===== src/assert_macros.svh =====
// ----------------------------------------------------------------------------
// assert_macros.svh
// Assertion shorthands used by the RTL, clocked on clk with rst_n low masking
// ----------------------------------------------------------------------------
`ifndef ASSERT_MACROS_SVH
`define ASSERT_MACROS_SVH

// same-cycle implication
`define FLVS_ASSERT_IMP(lbl, ante, cons, msg) \
  lbl: assert property (@(posedge clk) disable iff (!rst_n) (ante) |-> (cons)) \
    else $error(msg);

// next-cycle implication
`define FLVS_ASSERT_NEXT(lbl, ante, cons, msg) \
  lbl: assert property (@(posedge clk) disable iff (!rst_n) (ante) |=> (cons)) \
    else $error(msg);

`endif


===== src/flvs_pkg.sv =====
// ----------------------------------------------------------------------------
// flvs_pkg
// Shared types and constants for the FLV tag stream scanner
// ----------------------------------------------------------------------------
`default_nettype none

package flvs_pkg;

  localparam int unsigned BUFFER_BYTES = 1048576;
  localparam int unsigned OFF_W        = 21;
  localparam int unsigned POS_W        = 25;
  localparam int unsigned MAXDUR_W     = 31;
  localparam int unsigned CFG_DATA_W   = 31;
  localparam int unsigned CFG_IDX_W    = 1;

  localparam logic [7:0] TAG_VIDEO   = 8'd9;
  localparam logic [3:0] FRAME_KEY   = 4'd1;
  localparam int unsigned HEADER_LEN  = 11;
  localparam int unsigned TRAILER_LEN = 4;
  localparam int unsigned MIN_BUFFER  = 15;

  // header byte positions
  localparam logic [POS_W-1:0] POS_SIZE_END = 25'd3;
  localparam logic [POS_W-1:0] POS_TS_END   = 25'd6;
  localparam logic [POS_W-1:0] POS_TS_EXT   = 25'd7;

  // configuration register indexes
  localparam logic [CFG_IDX_W-1:0] CFG_SKIP_KEY = 1'b0;
  localparam logic [CFG_IDX_W-1:0] CFG_MAX_DUR  = 1'b1;

  typedef enum logic [3:0] {
    PH_SEARCH  = 4'b0001,
    PH_MEASURE = 4'b0010,
    PH_DONE    = 4'b0100,
    PH_FAILED  = 4'b1000
  } phase_t;

  typedef enum logic [2:0] {
    ST_OK          = 3'd0,
    ST_TRUNCATED   = 3'd1,
    ST_BAD_TRAILER = 3'd2,
    ST_NO_KEYFRAME = 3'd3,
    ST_TOO_SHORT   = 3'd4
  } status_t;

  typedef struct packed {
    logic [7:0] data_byte;
    logic       last;
  } in_item_t;

  typedef struct packed {
    logic [2:0]       status;
    logic [OFF_W-1:0] start_offset;
    logic [OFF_W-1:0] valid_length;
    logic [31:0]      duration_ms;
    logic [OFF_W-1:0] video_tags;
    logic [31:0]      first_timestamp;
  } out_item_t;

  // scan state after the byte just taken, handed to the report logic
  typedef struct packed {
    logic             fire;
    phase_t           phase;
    status_t          status;
    logic             tag_open;
    logic [OFF_W-1:0] byte_count;
    logic [OFF_W-1:0] measure_start;
    logic [OFF_W-1:0] good_length;
    logic [31:0]      first_stamp;
    logic [31:0]      last_stamp;
    logic [OFF_W-1:0] video_count;
  } scan_snap_t;

endpackage

`default_nettype wire


===== src/flvs_tag_parser.sv =====
// ----------------------------------------------------------------------------
// flvs_tag_parser
// Per-byte tag walker: header fields, payload skip, trailer check, measuring
// ----------------------------------------------------------------------------
`default_nettype none

module flvs_tag_parser (
  input  wire logic                             clk,
  input  wire logic                             rst_n,
  input  wire logic                             in_acc,
  input  wire flvs_pkg::in_item_t               in_item,
  input  wire logic                             skip_to_keyframe,
  input  wire logic [flvs_pkg::MAXDUR_W-1:0]    max_duration_ms,
  output flvs_pkg::scan_snap_t                  snap
);
  import flvs_pkg::*;

  logic [OFF_W-1:0] off_r, off_nxt;
  logic [POS_W-1:0] pos_r, pos_nxt;
  logic [OFF_W-1:0] tstart_r, tstart_nxt;
  logic [7:0]       kind_r, kind_nxt;
  logic [23:0]      size_r, size_nxt;
  logic [31:0]      ts_r, ts_nxt;
  logic [31:0]      trl_r, trl_nxt;
  logic [3:0]       nib_r, nib_nxt;
  logic [31:0]      first_r, first_nxt;
  logic [31:0]      last_r, last_nxt;
  logic [OFF_W-1:0] vcnt_r, vcnt_nxt;
  logic [OFF_W-1:0] mstart_r, mstart_nxt;
  logic [OFF_W-1:0] glen_r, glen_nxt;
  phase_t           phase_r, phase_nxt;
  status_t          status_r, status_nxt;

  logic             take;
  logic             active;
  logic             finish;
  logic             good;
  logic             clear;
  phase_t           ph0;
  logic [POS_W-1:0] size_p11;
  logic [POS_W-1:0] size_end;
  logic [31:0]      ts_full;
  logic [31:0]      dur_now;
  logic [OFF_W-1:0] total;
  logic [7:0]       b;

  always_comb begin
    b        = in_item.data_byte;
    take     = off_r < OFF_W'(BUFFER_BYTES);
    ph0      = (off_r == '0) ? (skip_to_keyframe ? PH_SEARCH : PH_MEASURE) : phase_r;
    active   = take && (ph0 == PH_SEARCH || ph0 == PH_MEASURE);
    size_p11 = {1'b0, size_r} + POS_W'(HEADER_LEN);
    size_end = size_p11 + POS_W'(TRAILER_LEN - 1);
    ts_full  = {b, ts_r[23:0]};
    dur_now  = last_r - first_r;
    total    = size_r[OFF_W-1:0] + OFF_W'(HEADER_LEN + TRAILER_LEN);

    off_nxt    = off_r;
    pos_nxt    = pos_r;
    tstart_nxt = tstart_r;
    kind_nxt   = kind_r;
    size_nxt   = size_r;
    ts_nxt     = ts_r;
    trl_nxt    = trl_r;
    nib_nxt    = nib_r;
    first_nxt  = first_r;
    last_nxt   = last_r;
    vcnt_nxt   = vcnt_r;
    mstart_nxt = mstart_r;
    glen_nxt   = glen_r;
    phase_nxt  = phase_r;
    status_nxt = status_r;
    finish     = 1'b0;
    good       = 1'b0;

    if (in_acc && take) begin
      off_nxt   = off_r + 1'b1;
      phase_nxt = ph0;
    end

    if (in_acc && active) begin
      if (pos_r == '0) begin
        tstart_nxt = off_r;
        kind_nxt   = b;
        size_nxt   = '0;
        ts_nxt     = '0;
        nib_nxt    = '0;
        trl_nxt    = '0;
        if (ph0 == PH_MEASURE && b == TAG_VIDEO) begin
          vcnt_nxt = vcnt_r + 1'b1;
        end
      end else if (pos_r <= POS_SIZE_END) begin
        size_nxt = {size_r[15:0], b};
      end else if (pos_r <= POS_TS_END) begin
        ts_nxt = {8'h00, ts_r[15:0], b};
      end else if (pos_r == POS_TS_EXT) begin
        ts_nxt = ts_full;
        if (ph0 == PH_MEASURE) begin
          last_nxt = ts_full;
          if (tstart_r == mstart_r) begin
            first_nxt = ts_full;
          end
        end
      end else if (pos_r >= POS_W'(HEADER_LEN)) begin
        if (pos_r < size_p11) begin
          // first payload byte carries the frame type in its upper nibble
          if (pos_r == POS_W'(HEADER_LEN)) begin
            nib_nxt = b[7:4];
          end
        end else begin
          trl_nxt = {trl_r[23:0], b};
        end
      end

      finish = (pos_r >= POS_W'(HEADER_LEN)) && (pos_r == size_end);
      good   = trl_nxt == {7'b0, size_p11};
      pos_nxt = finish ? '0 : pos_r + 1'b1;

      if (finish) begin
        if (ph0 == PH_SEARCH) begin
          if (kind_r == TAG_VIDEO && nib_r == FRAME_KEY) begin
            if (!good) begin
              status_nxt = ST_BAD_TRAILER;
              phase_nxt  = PH_FAILED;
            end else begin
              phase_nxt  = PH_MEASURE;
              mstart_nxt = tstart_r;
              first_nxt  = ts_r;
              last_nxt   = ts_r;
              vcnt_nxt   = OFF_W'(1);
              glen_nxt   = total;
            end
          end
        end else begin
          if (!good) begin
            status_nxt = ST_BAD_TRAILER;
            phase_nxt  = PH_DONE;
          end else begin
            glen_nxt = glen_r + total;
            if (max_duration_ms != '0 && dur_now >= {1'b0, max_duration_ms}) begin
              phase_nxt = PH_DONE;
            end
          end
        end
      end
    end

    snap.fire          = in_acc && in_item.last;
    snap.phase         = phase_nxt;
    snap.status        = status_nxt;
    snap.tag_open      = pos_nxt != '0;
    snap.byte_count    = off_nxt;
    snap.measure_start = mstart_nxt;
    snap.good_length   = glen_nxt;
    snap.first_stamp   = first_nxt;
    snap.last_stamp    = last_nxt;
    snap.video_count   = vcnt_nxt;
    clear              = snap.fire;
  end

  // a reported buffer starts the next one from scratch
  always_ff @(posedge clk) begin
    if (!rst_n || clear) begin
      off_r    <= '0;
      pos_r    <= '0;
      tstart_r <= '0;
      kind_r   <= '0;
      size_r   <= '0;
      ts_r     <= '0;
      trl_r    <= '0;
      nib_r    <= '0;
      first_r  <= '0;
      last_r   <= '0;
      vcnt_r   <= '0;
      mstart_r <= '0;
      glen_r   <= '0;
      phase_r  <= PH_MEASURE;
      status_r <= ST_OK;
    end else begin
      off_r    <= off_nxt;
      pos_r    <= pos_nxt;
      tstart_r <= tstart_nxt;
      kind_r   <= kind_nxt;
      size_r   <= size_nxt;
      ts_r     <= ts_nxt;
      trl_r    <= trl_nxt;
      nib_r    <= nib_nxt;
      first_r  <= first_nxt;
      last_r   <= last_nxt;
      vcnt_r   <= vcnt_nxt;
      mstart_r <= mstart_nxt;
      glen_r   <= glen_nxt;
      phase_r  <= phase_nxt;
      status_r <= status_nxt;
    end
  end

endmodule

`default_nettype wire


===== src/flvs_report.sv =====
// ----------------------------------------------------------------------------
// flvs_report
// Forms the end-of-buffer result from the scan state after the last byte
// ----------------------------------------------------------------------------
`default_nettype none

module flvs_report (
  input  wire flvs_pkg::scan_snap_t snap,
  output flvs_pkg::out_item_t       res
);
  import flvs_pkg::*;

  logic    measured;
  logic    too_short;
  status_t st;

  always_comb begin
    too_short = snap.byte_count < OFF_W'(MIN_BUFFER);
    measured  = (snap.phase == PH_MEASURE || snap.phase == PH_DONE) && !too_short;

    if (too_short) begin
      st = ST_TOO_SHORT;
    end else if (snap.phase == PH_FAILED || snap.phase == PH_DONE) begin
      st = snap.status;
    end else if (snap.tag_open) begin
      st = ST_TRUNCATED;
    end else if (snap.phase == PH_SEARCH) begin
      st = ST_NO_KEYFRAME;
    end else begin
      st = ST_OK;
    end

    res.status          = st;
    res.start_offset    = measured ? snap.measure_start : '0;
    res.valid_length    = measured ? snap.good_length : '0;
    res.duration_ms     = measured ? (snap.last_stamp - snap.first_stamp) : '0;
    res.video_tags      = measured ? snap.video_count : '0;
    res.first_timestamp = (measured && st == ST_OK) ? snap.first_stamp : '0;
  end

endmodule

`default_nettype wire


===== src/flv_tag_stream_scanner.sv =====
// ----------------------------------------------------------------------------
// flv_tag_stream_scanner
// Byte-wise FLV tag scanner reporting measured span, duration and video tags
// ----------------------------------------------------------------------------
// Usage:
//   in_*  : one byte of the tag buffer per transaction, last marks the end of
//           the buffer. A byte is taken on any cycle with in_valid high and
//           in_stall low, so a buffer streams at one byte per cycle.
//   out_* : one result per buffer, registered (into skid if a result waits)
//           from the transaction with last; held until out_stall is low.
//   cfg_* : write-only registers (index 0 skip_to_keyframe, index 1 max_duration_ms);
//           the user must write them while the scanner is idle; the block does not check.
//   Each byte is decoded by the tag walker in the cycle it is taken, and the
//   report is formed from its updated state straight into the output stage.
//   Throughput is 1 byte per cycle while in_stall is low. A two-entry output
//   stage (result register plus skid) lets bytes keep flowing while a result
//   waits; in_stall rises only when both entries hold results, i.e. two
//   buffers have ended under a stalled output.
//   Reset (rst_n low, synchronous) clears both registers to 0, empties the
//   output stage and starts a fresh buffer at offset 0.
// ----------------------------------------------------------------------------
`default_nettype none

`include "assert_macros.svh"

module flv_tag_stream_scanner (
  input  wire logic                               clk,
  input  wire logic                               rst_n,
  input  wire logic                               in_valid,
  output logic                                    in_stall,
  input  wire flvs_pkg::in_item_t                 in_data,
  output logic                                    out_valid,
  input  wire logic                               out_stall,
  output flvs_pkg::out_item_t                     out_data,
  input  wire logic                               cfg_we,
  input  wire logic [flvs_pkg::CFG_IDX_W-1:0]     cfg_index,
  input  wire logic [flvs_pkg::CFG_DATA_W-1:0]    cfg_data
);
  import flvs_pkg::*;

  logic                skip_r;
  logic [MAXDUR_W-1:0] max_dur_r;

  logic       in_acc;
  logic       push;
  logic       take;
  scan_snap_t snap;
  out_item_t  res;

  out_item_t  out_data_r, out_data_nxt;
  out_item_t  skid_r, skid_nxt;
  logic       out_valid_r, out_valid_nxt;
  logic       skid_valid_r, skid_valid_nxt;

  always_ff @(posedge clk) begin
    if (!rst_n) begin
      skip_r    <= 1'b0;
      max_dur_r <= '0;
    end else if (cfg_we) begin
      case (cfg_index)
        CFG_SKIP_KEY: skip_r    <= cfg_data[0];
        CFG_MAX_DUR:  max_dur_r <= cfg_data[MAXDUR_W-1:0];
        default: ;
      endcase
    end
  end

  assign in_acc = in_valid && !in_stall;

  flvs_tag_parser u_parser (
    .clk              (clk),
    .rst_n            (rst_n),
    .in_acc           (in_acc),
    .in_item          (in_data),
    .skip_to_keyframe (skip_r),
    .max_duration_ms  (max_dur_r),
    .snap             (snap)
  );

  flvs_report u_report (
    .snap (snap),
    .res  (res)
  );

  // result register with a skid entry behind it
  always_comb begin
    push           = snap.fire;
    take           = out_valid_r && !out_stall;
    out_data_nxt   = out_data_r;
    skid_nxt       = skid_r;
    out_valid_nxt  = out_valid_r;
    skid_valid_nxt = skid_valid_r;

    if (skid_valid_r) begin
      if (take) begin
        out_data_nxt   = skid_r;
        skid_valid_nxt = 1'b0;
      end
    end else if (push) begin
      if (!out_valid_r || take) begin
        out_data_nxt  = res;
        out_valid_nxt = 1'b1;
      end else begin
        skid_nxt       = res;
        skid_valid_nxt = 1'b1;
      end
    end else if (take) begin
      out_valid_nxt = 1'b0;
    end
  end

  always_ff @(posedge clk) begin
    if (!rst_n) begin
      out_valid_r  <= 1'b0;
      skid_valid_r <= 1'b0;
    end else begin
      out_valid_r  <= out_valid_nxt;
      skid_valid_r <= skid_valid_nxt;
    end
  end

  always_ff @(posedge clk) begin
    out_data_r <= out_data_nxt;
    skid_r     <= skid_nxt;
  end

  assign in_stall  = skid_valid_r;
  assign out_valid = out_valid_r;
  assign out_data  = out_data_r;

  `FLVS_ASSERT_IMP(a_skid_behind_out, skid_valid_r, out_valid_r, "skid holds data with empty output")
  `FLVS_ASSERT_NEXT(a_push_to_skid, push && out_valid_r && out_stall && !skid_valid_r, skid_valid_r, "result lost under stall")
  `FLVS_ASSERT_IMP(a_short_clear, out_valid_r && out_data_r.status == ST_TOO_SHORT, out_data_r.start_offset == '0 && out_data_r.valid_length == '0 && out_data_r.video_tags == '0, "short buffer with measured fields")
  `FLVS_ASSERT_IMP(a_first_ts_ok, out_valid_r && out_data_r.status != ST_OK, out_data_r.first_timestamp == '0, "first timestamp on failed buffer")

endmodule

`default_nettype wire

===== config.mk =====
export PLATFORM = sky130hd
export DESIGN_NAME = flv_tag_stream_scanner
export DESIGN_NICKNAME = d
export VERILOG_FILES = /design/src/flvs_pkg.sv /design/src/flvs_tag_parser.sv /design/src/flvs_report.sv /design/src/flv_tag_stream_scanner.sv
export VERILOG_INCLUDE_DIRS = /design/src /design/src/src
export SDC_FILE = /design/constraint.sdc
export NUM_CORES = 2
export LEC_CHECK = 0
export ABC_AREA = 1
export BUFFER_PORTS_ARGS = -buffer_cell sky130_fd_sc_hd__buf_2
export CORE_MARGIN = 3
export CORE_UTILIZATION = 48
export DETAILED_ROUTE_END_ITERATION = 10
export GPL_ROUTABILITY_DRIVEN = 1
export GPL_TIMING_DRIVEN = 1
export PLACE_DENSITY_LB_ADDON = 0.15
export SKIP_LAST_GASP = 1
export SYNTH_ARGS = -nofsm -noshare
export SYNTH_HDL_FRONTEND = slang
export SYNTH_SLANG_ARGS = --single-unit

===== constraint.sdc =====
create_clock -name clk -period 13.4 [get_ports clk]
set_input_delay 2.68 -clock clk [delete_from_list [all_inputs] [get_ports clk]]
set_output_delay 2.68 -clock clk [all_outputs]
set_load 0.01 [all_outputs]

### After elaboration in Yosys (flattened, before gate mapping)

Index checks and enable logic that the tools add are counted.

* flip-flop bits (word level): 595
* latch bits: 0
* RAM bits: 0
* bits in read-only memories: 0
* input port bits: 46
* output and inout bits: 132
* memories kept: 0

* $add $sub $neg: 9
* multipliers: 0
* divide/modulo/power cells: 0
* order comparisons: 7
* equal/unequal tests: 19
* shift operators: 0
* muxes and demuxes: 97
* bitwise gates (word level): 3
* reductions and logical operators: 46

Operators with widths (count)
* $mux W32: 34
* $mux W130: 4
* $mux W21: 22
* $mux W4: 16
* $sub A32 B32 Y32: 2
* $mux W25: 2
* $mux W24: 2
* $add A21 B1 Y21 const B: 2
* $eq A32 B25 Y1: 1
* $ge A32 B31 Y1: 1
* $reduce_bool A31 Y1: 1
* $add A24 B4 Y25 const B: 1
* $add A25 B1 Y25 const B: 1
* $add A25 B2 Y25 const B: 1
* $eq A25 B25 Y1: 1
* $eq A25 B3 Y1 const B: 1
* $eq A25 B4 Y1 const B: 1
* $ge A25 B4 Y1 const B: 1
* $le A25 B2 Y1 const B: 1
* $le A25 B3 Y1 const B: 1
* $logic_not A25 Y1: 1
* $lt A25 B25 Y1: 1
* $reduce_bool A25 Y1: 1
* $mux W3: 8
* 25 further kinds: 74

### Depth between registers and ports, before layout

* word-level depth: 26
* depth in mapped cells: 56
* gate-level depth less buffers: 53

### By module

A second synthesis with hierarchy kept.

* cell total of the unflattened synthesis: 5315
* area total of the unflattened synthesis: 36924.2 sq um

Modules (own cells, without submodules)
* flvs_tag_parser: instances 1, cells each 3691, area an instance 22629.2 sq um, seq. area each 6025.8 sq um
* flv_tag_stream_scanner: instances 1, cells each 842, area an instance 10709.0 sq um, seq. area each 8488.1 sq um
* flvs_report: instances 1, cells each 782, area an instance 3585.9 sq um, seq. area each 0.0 sq um

### Least setup slack after synthesis

Ideal clock, no wire load.

* path kind: input to register
* start point: in in_data[0] (netlist name)
* end point: reg out_data_r (netlist bit out_data[0]), enable pin
* setup time: 0.664 ns
* arrival: 9.167 ns
* required time: 12.736 ns
* path slack: 3.568 ns
* stages on the path: 2
* path through: nand3_1 -> o22ai_1

* cells in the longest elaborated chain, start to end: 3

RTL lines
* start, declared: line flv_tag_stream_scanner.sv:31 `input wire flvs_pkg::in_item_t in_data,`
* $logic_and A1 B1 Y1: line flvs_tag_parser.sv:148 `snap.fire = in_acc && in_item.last;`
* $reduce_bool A2 Y1 (no line)
* $reduce_and A3 Y1 (no line)
* end signal, assigned: line flv_tag_stream_scanner.sv:123 `out_data_r <= out_data_nxt;`
* end, declared: line flv_tag_stream_scanner.sv:50 `out_item_t out_data_r, out_data_nxt;`

Every way passes these cells.
A chain may end at the register's enable or synchronous reset.

==> reports/summary.md <==
The flow ran to the end, and the final reports show no timing, DRC or antenna violations. Total power for the finished layout comes to 4.577 mW. The tools report the number of antenna violations at the first check in global routing as 5.

The synthesized design spends more area on one cell type than any other, namely edfxtp_1. In the post-synthesis netlist, the cell with the most instances is nand2_1. Across all layers, the routed design uses 32670 vias. Counting cells, the worst reg-to-reg path comes to 41.

The tools report the library cell used as clock root buffer as clkbuf_16. The number of distinct library cells after synthesis is 63. During synthesis, Yosys emitted a total of 0 warnings. In this run the cell area measured after placement is 36650 um^2.

Counting every instance in the synthesized netlist gives 4831. The final hold violation count is 0. The number of buffers inserted to repair setup after CTS is 0. The worst max-slew margin expressed relative to the limit is 0.2976. Overall routing resource usage: 0.2801. The cell occurring most often along the worst timing path is nand2_1. Setup repair after global routing left no endpoint under its margin. The die covers 76420 um^2. Summed over all layers, the routed wires come to 110500 um.

After detailed placement, the design holds a cell count of 5803. For the worst setup path, the data required time is 13.85 ns. In this run the deepest clock path goes through 3 buffers. For the pin with the worst max-slew slack, the measured transition is 1.051 ns.

Clock-pin slew was measured on the worst setup and hold paths at 0.06 ns. The number of hold-repair buffers added at the cts stage is 0, and the hold path depth is 2. Once the clock tree was built, the resizer swapped 0 gates to a different size.

The area of the core came out at 71980 um^2. The run gives 98 as the standard-cell row count. TritonCTS built the clock tree. The number of global-route vias before repair was 29820; the power density over cell area was 117.3 nW/um^2. The analysis attributes to cell leakage a power of 17.19 nW. The final setup violation count came out at 0. The share of the clock period used by the worst path was 0.7277. Chip height: 276.5 um.

The logs give 6992 for the count of fill cells added during filler insertion and 35110 um^2 for the synthesized cell area. After the last flow step, the layout net total stands at 5116. First-pass iteration count of the detailed router: 6.

The number of sinks handled by clock tree synthesis was 595; the relative area change from synthesis to final layout was 11.13%. After routing, the total negative slack on setup checks comes to 0 ns. Proportion of netlist area held by the largest area contributor: 0.2224. The first global-routing pass estimated 171500 um of wire. Across the routed clock network, the largest skew measured is 0.02453 ns. For this run, the leading register cell type out of synthesis is dfxtp_1. The largest fanout of any net on the critical path is 33, and the HPWL reported at the end of detailed placement is 81960 um.

The worst setup path is of the reg2reg kind. Fraction of final layout cells sized beyond drive strength 1: 0.09799. At the end of routability-driven placement, the weighted congestion stood at 0.9879. The tools report the final design utilization as 0.5421.

The number of maximum-capacitance violations was 0. For the post-synthesis sequential area ratio, the log shows 0.4134. Class of the most critical hold timing path: reg2reg.

Global routing finished with a remaining overflow of 0. The tools report the pin count of the biggest net entering global routing as 84. After the first detailed-routing iteration, the DRC count stood at 3003. After synthesis the netlist holds a flip-flop and latch count of 595. The run gives 0.4878 as the starting density of the core.

The tools report the type of element capturing the critical path as a register. Clock latency on the worst-skew pair, taken at its later pin, is 0.62 ns. In the final layout, the multi-input gates occupy 17780 um^2.

The detail route stage leaves a number of antenna-violating nets equal to 0. The tools report the count of unresolved DRC violations after routing as 0. Yosys attributes the largest share of cell area to edfxtp_1 (22%), dfxtp_1 (19%), nand2_1 (14%). The number of pins exceeding their max-slew limit in the final report was 0; the number of nets in the synthesized netlist was 5023. IR analysis of the VDD net gives a maximum drop of 0.08897 mV. Buffers placed on the I/O ports in this run total 177.

Counting flops with a built-in enable in the synthesized netlist gives 260. The largest individual stage delay along the critical path comes from the cell nor2_4. Via density per instance: 5.507. Ranked by instance count, the synthesized netlist is headed by nand2_1 (1346), nor2_1 (556), inv_1 (504). For this design the top-level I/O count stands at 178. The width of the die was 276.5 um; the biggest cell delay along the critical path was 0.65 ns. The routed design could run at a clock period as short as 9.752 ns. STA classifies the critical path startpoint as a register.

In the final layout, flip-flops and latches occupy 14520 um^2. With fillers left out, the area of the finished cells amounts to 39020 um^2. CTS built an H-tree with a depth of 3. The fraction of registers with async set/reset came out at 0.

The upper clock frequency limit was 0.1025 GHz. The number of standard cells in the final layout excluding fillers was 5932; the mean area per synthesized cell was 7.267 um^2. After detailed routing, the average wire length per cell comes to 18.62 um. The number of buffers inserted during clock tree synthesis was 69; the arrival time reported for the critical path endpoint was 10.20 ns.
-- report_power, final --
part / internal [mW] / leakage, nW / switching, mW
sequential: 1.94 / 5.12 / 0.0285
combinational: 0.181 / 10.9 / 0.443
clock: 1.18 / 1.16 / 0.807
-- area by class of cell --
cell class / instances / share of cell area
Antenna cell: 2 / 0.0001283
Clock buffer: 85 / 0.04711
Clock inverter: 42 / 0.01344
Inverter: 542 / 0.05240
Multi-Input combinational cell: 3508 / 0.4557
Sequential cell: 595 / 0.3721
Tap cell: 950 / 0.03046
Timing Repair Buffer: 208 / 0.02867
-- layout by cell type, fill, tap and decap left out, drive strengths merged, types with 150 or more instances in the layout --
master,count
nand2,1389
inv,541
buf,208
nor2,615
edfxtp,260
a21oi,297
nand3,311
dfxtp,335
o21ai,251
nand4,150
-- sequential cells by signal, summed over array words and instances, names as in the netlist --
register	count
in_stall	1
max_dur_r	31
out_data	130
out_valid	1
skid_r	130
skip_r	1
u_parser.first_r	32
u_parser.glen_r	21
u_parser.kind_r	8
u_parser.last_r	32
u_parser.mstart_r	21
u_parser.nib_r	4
u_parser.off_r	21
u_parser.phase_r	4
u_parser.pos_r	25
u_parser.size_r	24
u_parser.status_r	3
u_parser.trl_r	32
u_parser.ts_r	32
u_parser.tstart_r	21
u_parser.vcnt_r	21
-- critical path: cells and delay by family (launching register included) --
family	cells	cell delay, ns
fa+ha+maj	2	0.62
flops	1	0.52
xor+xnor	1	0.24
simple gates	31	6.43
buf+inv	7	1.62
-- per-layer routing --
| metal | up-vias | GRT usage | part of all wire |
|---|---|---|---|
| li1 | 16090 | - | - |
| met1 | 15210 | 0.4086 | 0.46 |
| met2 | 1175 | 0.4153 | 0.42 |
| met3 | 183 | 0.05049 | 0.081 |
| met4 | 6 | 0.09871 | 0.034 |
| met5 | - | 0 | 0.00039 |
-- worst paths after layout --
check | startpoint | to | slack, ns
worst max-delay path | u_parser.size_r[0]$_SDFFE_PP0P_ | skid_r[20]$_DFFE_PP_ | 3.65
worst min-delay path | u_parser.status_r[2]$_SDFF_PP0_ | u_parser.status_r[2]$_SDFF_PP0_ | 0.45
worst max register to register | u_parser.size_r[0]$_SDFFE_PP0P_ | skid_r[20]$_DFFE_PP_ | 3.65
worst min register to register | u_parser.status_r[2]$_SDFF_PP0_ | u_parser.status_r[2]$_SDFF_PP0_ | 0.45
-- stage by stage --
stage / hold WS [ns] / setup slack, ns
after floorplan: 0.4171 / 3.568
after global placement: 0.4266 / 4.082
after detailed placement: 0.4386 / 3.849
after CTS: 0.4517 / 3.822
after global routing: 0.4734 / 2.939
final: 0.4505 / 3.648
-- cells by family after synthesis --
logic type	Yosys count	share of synthesized area
flip-flops	595	0.4134
multiplexers	5	0.001426
AO/OA/AOI/OAI	651	0.1008
buffers and inverters	728	0.08150
adder cells (fa/ha/maj)	146	0.05267
AND/OR/NAND/NOR	2583	0.3191
XOR/XNOR	123	0.03111
(Power assumes the default switching activity.)
